==> src/design/fla_pkg.sv <==
`default_nettype none
package fla_pkg;

    localparam int NUM_ENTRIES = 16;
    localparam int PTR_W       = $clog2(NUM_ENTRIES);
    localparam int IDX_W       = 5;
    localparam int CNT_W       = 5;

    localparam logic [IDX_W-1:0] WB_IDX    = IDX_W'(NUM_ENTRIES);
    localparam logic [IDX_W-1:0] LOCAL_IDX = IDX_W'(NUM_ENTRIES + 1);
    localparam logic [CNT_W-1:0] CNT_FULL  = CNT_W'(NUM_ENTRIES);
    localparam logic [PTR_W-1:0] PTR_LAST  = PTR_W'(NUM_ENTRIES - 1);

    localparam logic       FUNC_ALLOC = 1'b0;
    localparam logic       FUNC_FREE  = 1'b1;

    localparam logic [1:0] REQ_NORMAL = 2'd0;
    localparam logic [1:0] REQ_WB     = 2'd1;
    localparam logic [1:0] REQ_LOCAL  = 2'd2;

    localparam logic [1:0] ERR_OK       = 2'd0;
    localparam logic [1:0] ERR_NONE     = 2'd1;
    localparam logic [1:0] ERR_BAD_FREE = 2'd2;

    localparam logic ST_IDLE = 1'b0;
    localparam logic ST_EXEC = 1'b1;

    typedef struct packed {
        logic             func;
        logic [1:0]       req_type;
        logic [IDX_W-1:0] freed_entry;
    } t_cmd;

    typedef struct packed {
        logic [IDX_W-1:0] granted_entry;
        logic             granted;
        logic [1:0]       error_code;
        logic [CNT_W-1:0] free_count;
        logic             normal_avail;
        logic             wb_avail;
        logic             local_avail;
    } t_rsp;

endpackage
`default_nettype wire

==> src/design/fla_ram.sv <==
`default_nettype none
module fla_ram #(
    parameter int WIDTH = 8,
    parameter int DEPTH = 16
) (
    input  wire logic                     i_clk,
    input  wire logic                     i_we,
    input  wire logic [$clog2(DEPTH)-1:0] i_waddr,
    input  wire logic [WIDTH-1:0]         i_wdata,
    input  wire logic [$clog2(DEPTH)-1:0] i_raddr,
    output logic      [WIDTH-1:0]         o_rdata
);

    logic [WIDTH-1:0] r_mem [DEPTH];

    always_ff @(posedge i_clk) begin
        if (i_we) begin
            r_mem[i_waddr] <= i_wdata;
        end
        o_rdata <= r_mem[i_raddr];
    end

endmodule
`default_nettype wire

==> src/design/free_list_allocator_with_reserves.sv <==
// Result: the strobe o_valid is registered from the EXEC state that the accepting edge enters.
// A new command is not accepted while busy; busy covers the cycle in which the
//   free-list RAM read of the head slot returns (registered read).
// Reset: synchronous, active low. The free list reads as 0..NUM_ENTRIES-1 right after
//   reset through per-slot written bits; no fill pass. Results cannot be stalled.
`default_nettype none
module free_list_allocator_with_reserves (
    input  wire logic          i_clk,
    input  wire logic          i_rst_n,
    input  wire logic          start,
    output logic               busy,
    input  wire fla_pkg::t_cmd i_cmd,
    output logic               o_valid,
    output fla_pkg::t_rsp      o_rsp
);

    logic                          r_state;
    fla_pkg::t_cmd                 r_cmd;
    logic [fla_pkg::PTR_W-1:0]     r_head;
    logic [fla_pkg::PTR_W-1:0]     r_tail;
    logic [fla_pkg::CNT_W-1:0]     r_count;
    logic                          r_wb_free;
    logic                          r_local_free;
    logic [fla_pkg::NUM_ENTRIES-1:0] r_in_fifo;
    logic [fla_pkg::NUM_ENTRIES-1:0] r_written;
    logic                          r_rd_written;
    logic [fla_pkg::PTR_W-1:0]     r_rd_dflt;
    logic [fla_pkg::IDX_W-1:0]     ram_q;

    logic                          n_state;
    logic [fla_pkg::PTR_W-1:0]     n_head;
    logic [fla_pkg::PTR_W-1:0]     n_tail;
    logic [fla_pkg::CNT_W-1:0]     n_count;
    logic                          n_wb_free;
    logic                          n_local_free;
    logic [fla_pkg::NUM_ENTRIES-1:0] n_in_fifo;
    logic [fla_pkg::NUM_ENTRIES-1:0] n_written;
    fla_pkg::t_rsp                 n_rsp;
    logic                          push;
    logic [fla_pkg::IDX_W-1:0]     head_val;

    assign busy = (r_state == fla_pkg::ST_EXEC);

    // head slot is always being read; unwritten slots read as their own address
    fla_ram #(
        .WIDTH (fla_pkg::IDX_W),
        .DEPTH (fla_pkg::NUM_ENTRIES)
    ) u_ram (
        .i_clk   (i_clk),
        .i_we    (push),
        .i_waddr (r_tail),
        .i_wdata (r_cmd.freed_entry),
        .i_raddr (r_head),
        .o_rdata (ram_q)
    );

    assign head_val = r_rd_written ? ram_q
                                   : fla_pkg::IDX_W'(r_rd_dflt);

    always_comb begin
        n_state      = r_state;
        n_head       = r_head;
        n_tail       = r_tail;
        n_count      = r_count;
        n_wb_free    = r_wb_free;
        n_local_free = r_local_free;
        n_in_fifo    = r_in_fifo;
        n_written    = r_written;
        push         = 1'b0;
        n_rsp        = '0;

        if (r_state == fla_pkg::ST_IDLE) begin
            if (start) begin
                n_state = fla_pkg::ST_EXEC;
            end
        end else begin
            n_state = fla_pkg::ST_IDLE;
            if (r_cmd.func == fla_pkg::FUNC_ALLOC) begin
                if (r_count != '0) begin
                    n_rsp.granted_entry = head_val;
                    n_rsp.granted       = 1'b1;
                    if (head_val < fla_pkg::WB_IDX) begin
                        n_in_fifo[head_val[fla_pkg::PTR_W-1:0]] = 1'b0;
                    end
                    n_head  = (r_head == fla_pkg::PTR_LAST) ? '0 : r_head + 1'b1;
                    n_count = r_count - 1'b1;
                end else if (r_cmd.req_type == fla_pkg::REQ_WB && r_wb_free) begin
                    n_wb_free           = 1'b0;
                    n_rsp.granted_entry = fla_pkg::WB_IDX;
                    n_rsp.granted       = 1'b1;
                end else if (r_cmd.req_type == fla_pkg::REQ_LOCAL && r_local_free) begin
                    n_local_free        = 1'b0;
                    n_rsp.granted_entry = fla_pkg::LOCAL_IDX;
                    n_rsp.granted       = 1'b1;
                end else begin
                    n_rsp.error_code = fla_pkg::ERR_NONE;
                end
            end else begin
                if (r_cmd.freed_entry == fla_pkg::WB_IDX) begin
                    if (r_wb_free) begin
                        n_rsp.error_code = fla_pkg::ERR_BAD_FREE;
                    end else begin
                        n_wb_free = 1'b1;
                    end
                end else if (r_cmd.freed_entry == fla_pkg::LOCAL_IDX) begin
                    if (r_local_free) begin
                        n_rsp.error_code = fla_pkg::ERR_BAD_FREE;
                    end else begin
                        n_local_free = 1'b1;
                    end
                end else if (r_cmd.freed_entry < fla_pkg::WB_IDX) begin
                    if (r_in_fifo[r_cmd.freed_entry[fla_pkg::PTR_W-1:0]]
                            || r_count >= fla_pkg::CNT_FULL) begin
                        n_rsp.error_code = fla_pkg::ERR_BAD_FREE;
                    end else begin
                        push                = 1'b1;
                        n_written[r_tail]   = 1'b1;
                        n_tail  = (r_tail == fla_pkg::PTR_LAST) ? '0 : r_tail + 1'b1;
                        n_count = r_count + 1'b1;
                        n_in_fifo[r_cmd.freed_entry[fla_pkg::PTR_W-1:0]] = 1'b1;
                    end
                end else begin
                    n_rsp.error_code = fla_pkg::ERR_BAD_FREE;
                end
            end
            n_rsp.free_count   = n_count;
            n_rsp.normal_avail = (n_count != '0);
            n_rsp.wb_avail     = (n_count != '0) || n_wb_free;
            n_rsp.local_avail  = (n_count != '0) || n_local_free;
        end
    end

    always_ff @(posedge i_clk) begin
        if (!i_rst_n) begin
            r_state      <= fla_pkg::ST_IDLE;
            r_head       <= '0;
            r_tail       <= '0;
            r_count      <= fla_pkg::CNT_FULL;
            r_wb_free    <= 1'b1;
            r_local_free <= 1'b1;
            r_in_fifo    <= '1;
            r_written    <= '0;
            o_valid      <= 1'b0;
        end else begin
            r_state      <= n_state;
            r_head       <= n_head;
            r_tail       <= n_tail;
            r_count      <= n_count;
            r_wb_free    <= n_wb_free;
            r_local_free <= n_local_free;
            r_in_fifo    <= n_in_fifo;
            r_written    <= n_written;
            o_valid      <= (r_state == fla_pkg::ST_EXEC);
        end
    end

    always_ff @(posedge i_clk) begin
        if (r_state == fla_pkg::ST_IDLE && start) begin
            r_cmd <= i_cmd;
        end
        r_rd_written <= r_written[r_head];
        r_rd_dflt    <= r_head;
        o_rsp        <= n_rsp;
    end

    a_count_range: assert property (@(posedge i_clk) disable iff (!i_rst_n)
        r_count <= fla_pkg::CNT_FULL)
        else $error("free count above table size");

    a_count_tracks: assert property (@(posedge i_clk) disable iff (!i_rst_n)
        $countones(r_in_fifo) == int'(r_count))
        else $error("free-list membership disagrees with count");

    a_beat_follows: assert property (@(posedge i_clk) disable iff (!i_rst_n)
        (start && !busy) |=> ##1 o_valid)
        else $error("accepted command produced no result beat");

    a_grant_ok: assert property (@(posedge i_clk) disable iff (!i_rst_n)
        (o_valid && o_rsp.granted) |-> (o_rsp.error_code == fla_pkg::ERR_OK))
        else $error("grant carries an error code");

    a_no_push_full: assert property (@(posedge i_clk) disable iff (!i_rst_n)
        push |-> (r_count < fla_pkg::CNT_FULL))
        else $error("push into full free list");

endmodule
`default_nettype wire

==> config.mk <==
export PLATFORM = sky130hd
export DESIGN_NAME = free_list_allocator_with_reserves
export DESIGN_NICKNAME = d
export VERILOG_FILES = /design/src/design/fla_pkg.sv /design/src/design/fla_ram.sv /design/src/design/free_list_allocator_with_reserves.sv
export SDC_FILE = /design/constraint.sdc
export NUM_CORES = 1
export LEC_CHECK = 0
export BUFFER_PORTS_ARGS = -buffer_cell sky130_fd_sc_hd__clkbuf_2
export CAP_MARGIN = 30
export CORE_MARGIN = 5
export CORE_UTILIZATION = 35
export CTS_BUF_LIST = sky130_fd_sc_hd__clkbuf_4 sky130_fd_sc_hd__clkbuf_8
export CTS_CLUSTER_SIZE = 16
export DETAILED_ROUTE_END_ITERATION = 8
export SYNTH_ARGS = -nofsm -noshare
export SYNTH_HDL_FRONTEND = slang
export SYNTH_SLANG_ARGS = --single-unit
==> constraint.sdc <==
create_clock -name i_clk -period 4.18 [get_ports i_clk]
set_clock_uncertainty 0.2 [all_clocks]
set_input_delay 1.045 -clock i_clk [delete_from_list [all_inputs] [get_ports i_clk]]
set_output_delay 1.045 -clock i_clk [all_outputs]
set_load 0.005 [all_outputs]
==> results_dict.tcl <==
set metrics [dict create \
    clk_pin_slew_ns 0.10 \
    async_reset_ff_frac 0 \
    critPathBufInv 0 \
    drt_wl_total_mm 15.8 \
    crit_type "flip-flop to flip-flop" \
    reg2reg_slack_ns 0.89 \
    netlist_instances 531 \
    cp.required_ns 4.08 \
    gp_congestion 0.866 \
    ys.flop_type "edfxtp_1" \
    nets 575 \
    hold_buffers 0 \
    cts_setup_buffers 0 \
    syn_avg_cell_area_um2 12.8 \
    die_w_um 149 \
    n_fill_cell 1816 \
    ant_nets 0 \
    synth_edf_count 88 \
    hold_viol 0 \
    grt_pass1_wl_mm 24.7 \
    worst_setup_path_end_kind "flip-flop" \
    cp_max_fo 13 \
    pwr_density_cell_nw_per_um2 407 \
    cp_top_family "simple AND/OR/NAND/NOR gates" \
    drtPass1Iterations 5 \
    synth_nets 550 \
    tns_ns 0 \
    slew_headroom 0.374 \
    post-route-drc-count 0 \
    ir_drop_uv 177 \
    dp_cells 800 \
    diodes 0 \
    rsz0062_at_grt "no" \
    period_minus_slack_ns 3.29 \
    critPathSlowestCell "edfxtp_1" \
    drv_cap 0 \
    cts_tree "done" \
    hold_path.class "flip-flop to flip-flop" \
    core_area_um2 19300 \
    power_leakage_nw 2.49 \
    clk_latency_ns 0.47 \
    port_buffers 28 \
    worst_slew_pin_slew_ns 0.926 \
    slew_viol_final 0 \
    vias_per_cell 5.32 \
    status "finished, final reports clean" \
    cp-start-kind "flip-flop" \
    ios 29 \
    finalCritPeriodShare 0.787 \
    grt_max_degree 33 \
    cts_made_buffers 17 \
    dieArea_um2 22300 \
    cpPeakStageDelay_ns 0.64 \
    antenna_found_initial 1 \
    cts_buffer_depth 2 \
    synth_cell_types 57 \
    cts_resized 0 \
    clock-root-buffer "clkbuf_8" \
    ctsHtreeMaxLevel 4 \
    syn2layout_area_growth_pct 12.8 \
    syn_area_um2 6780 \
    multiInputGateArea_um2 2440 \
    synth_warnings 0 \
    grt_use_total 0.148 \
    synth_seq_area_share 0.611 \
    fin_cells 834 \
    wire_per_inst_um 18.9 \
    drtIter0Drc 372 \
    synth_seq_cells 163 \
    first_global_vias 4378 \
    setup_viol_count_final 0 \
    cp_cell_sequence "mux4_2 > a32oi_1 > nand4_1 > nor2_1 > nand2_1 > nor3_1" \
    clock-sinks 163 \
    vias 4440 \
    layout_common_cells "88 x edfxtp_1, 74 x dfxtp_1, 64 x nor2_1, 41 x nand2_1, 31 x mux4_2" \
    rows 51 \
    clock.fmax_ghz 0.304 \
    arrival_ns 3.20 \
    drive_above_1_share 0.211 \
    initial_utilization 0.352 \
    layout_commonest_cell "edfxtp_1" \
    dieHeight_um 149 \
    gr-total-overflow 0 \
    dp_hpwl_mm 10.7 \
    regArea_um2 4150 \
]
[worst register-to-register path, cell delays in order, from the launching register on]
cell	delay (ns)
edfxtp_1	0.64
mux4_2	0.56
a32oi_1	0.23
nand4_1	0.15
nor2_1	0.25
nand2_1	0.28
nor3_1	0.62
[metrics by stage]
step                power, mW  area [um^2]  hold WS, ns  setup WS [ns]  utilization
global placement         1.93         7180        0.231           1.01        0.373
finish                   3.11         7650        0.265          0.889        0.397
CTS                      3.14         7600        0.263          0.906        0.395
floorplan                1.88         6780        0.129           1.28            -
global route             3.23         7650        0.298          0.694        0.397
detailed placement       1.94         7180        0.241          0.899        0.373
[layout make-up]
type / count / share of cell area
well taps: 265 / 0.0433
clock inverters: 15 / 0.0247
repair buffers: 40 / 0.0343
multi-input cells: 321 / 0.319
flip-flops and latches: 163 / 0.542
clock buffers: 17 / 0.0306
inverters: 13 / 0.00638
[logic make-up (layout without fill, tap and decap cells)]
group	Yosys count	in the layout	share of synthesized area
flip-flops	163	163	0.611
AO/OA/AOI/OAI	102	102	0.105
adder cells (fa/ha/maj)	8	8	0.0148
buffers and inverters	47	85	0.0295
AND/OR/NAND/NOR	165	165	0.114
XOR/XNOR	3	3	0.00387
multiplexers	43	43	0.122
[final timing paths]
check                                   from                 to  cells past startpoint
worst max-delay path                r_cmd[0]  u_ram.r_mem[1][0]                      6
worst min-delay path            r_written[0]       r_written[0]                      2
worst max register to register      r_cmd[0]  u_ram.r_mem[1][0]                      6
worst min register to register  r_written[0]       r_written[0]                      2
[routing by layer]
layer | global-route usage | routed length (um) | up-vias
li1 | - | - | 2051
met5 | 0 | 16 | -
met1 | 0.195 | 6890 | 2220
met4 | 0.0458 | 201 | 2
met2 | 0.241 | 7760 | 148
met3 | 0.0389 | 886 | 19
[flip-flops by register name, indices dropped and copies added, names as in the netlist]
register / flops
busy: 1
o_rsp: 16
o_valid: 1
r_cmd: 8
r_count: 5
r_head: 4
r_in_fifo: 16
r_local_free: 1
r_rd_dflt: 4
r_rd_written: 1
r_tail: 4
r_wb_free: 1
r_written: 16
u_ram.o_rdata: 5
u_ram.r_mem: 80
[synthesized netlist by cell type (4+ instances only)]
library cell,number,area [um^2]
nor2_1,64,240
clkbuf_1,20,75.1
dfxtp_1,75,1500
a311oi_1,15,131
nand2_1,41,154
o31ai_1,5,37.5
edfxtp_1,88,2640
mux2i_1,5,50.1
inv_1,12,45.0
ha_1,8,100
nand2b_1,8,50.1
buf_1,4,15.0
a21oi_1,17,85.1
o21a_1,6,45.0
mux2_2,7,78.8
nand3_1,8,40.0
nor3_1,10,50.1
nand4_1,4,25.0
o211ai_1,6,45.0
mux4_2,31,698
o21ai_0,21,105
buf_2,7,35.0
nor2b_1,7,43.8
a211oi_1,7,52.6
a31oi_1,5,31.3
[report_power, final]
group	internal, mW	switching (mW)	leakage, nW	total, mW
logic	0.0660	0.0974	0.862	0.163
registers	1.71	0.0329	1.41	1.74
clock network	0.561	0.649	0.217	1.21
total	2.33	0.779	2.49	3.11
Power figures use the tool's default switching activity.
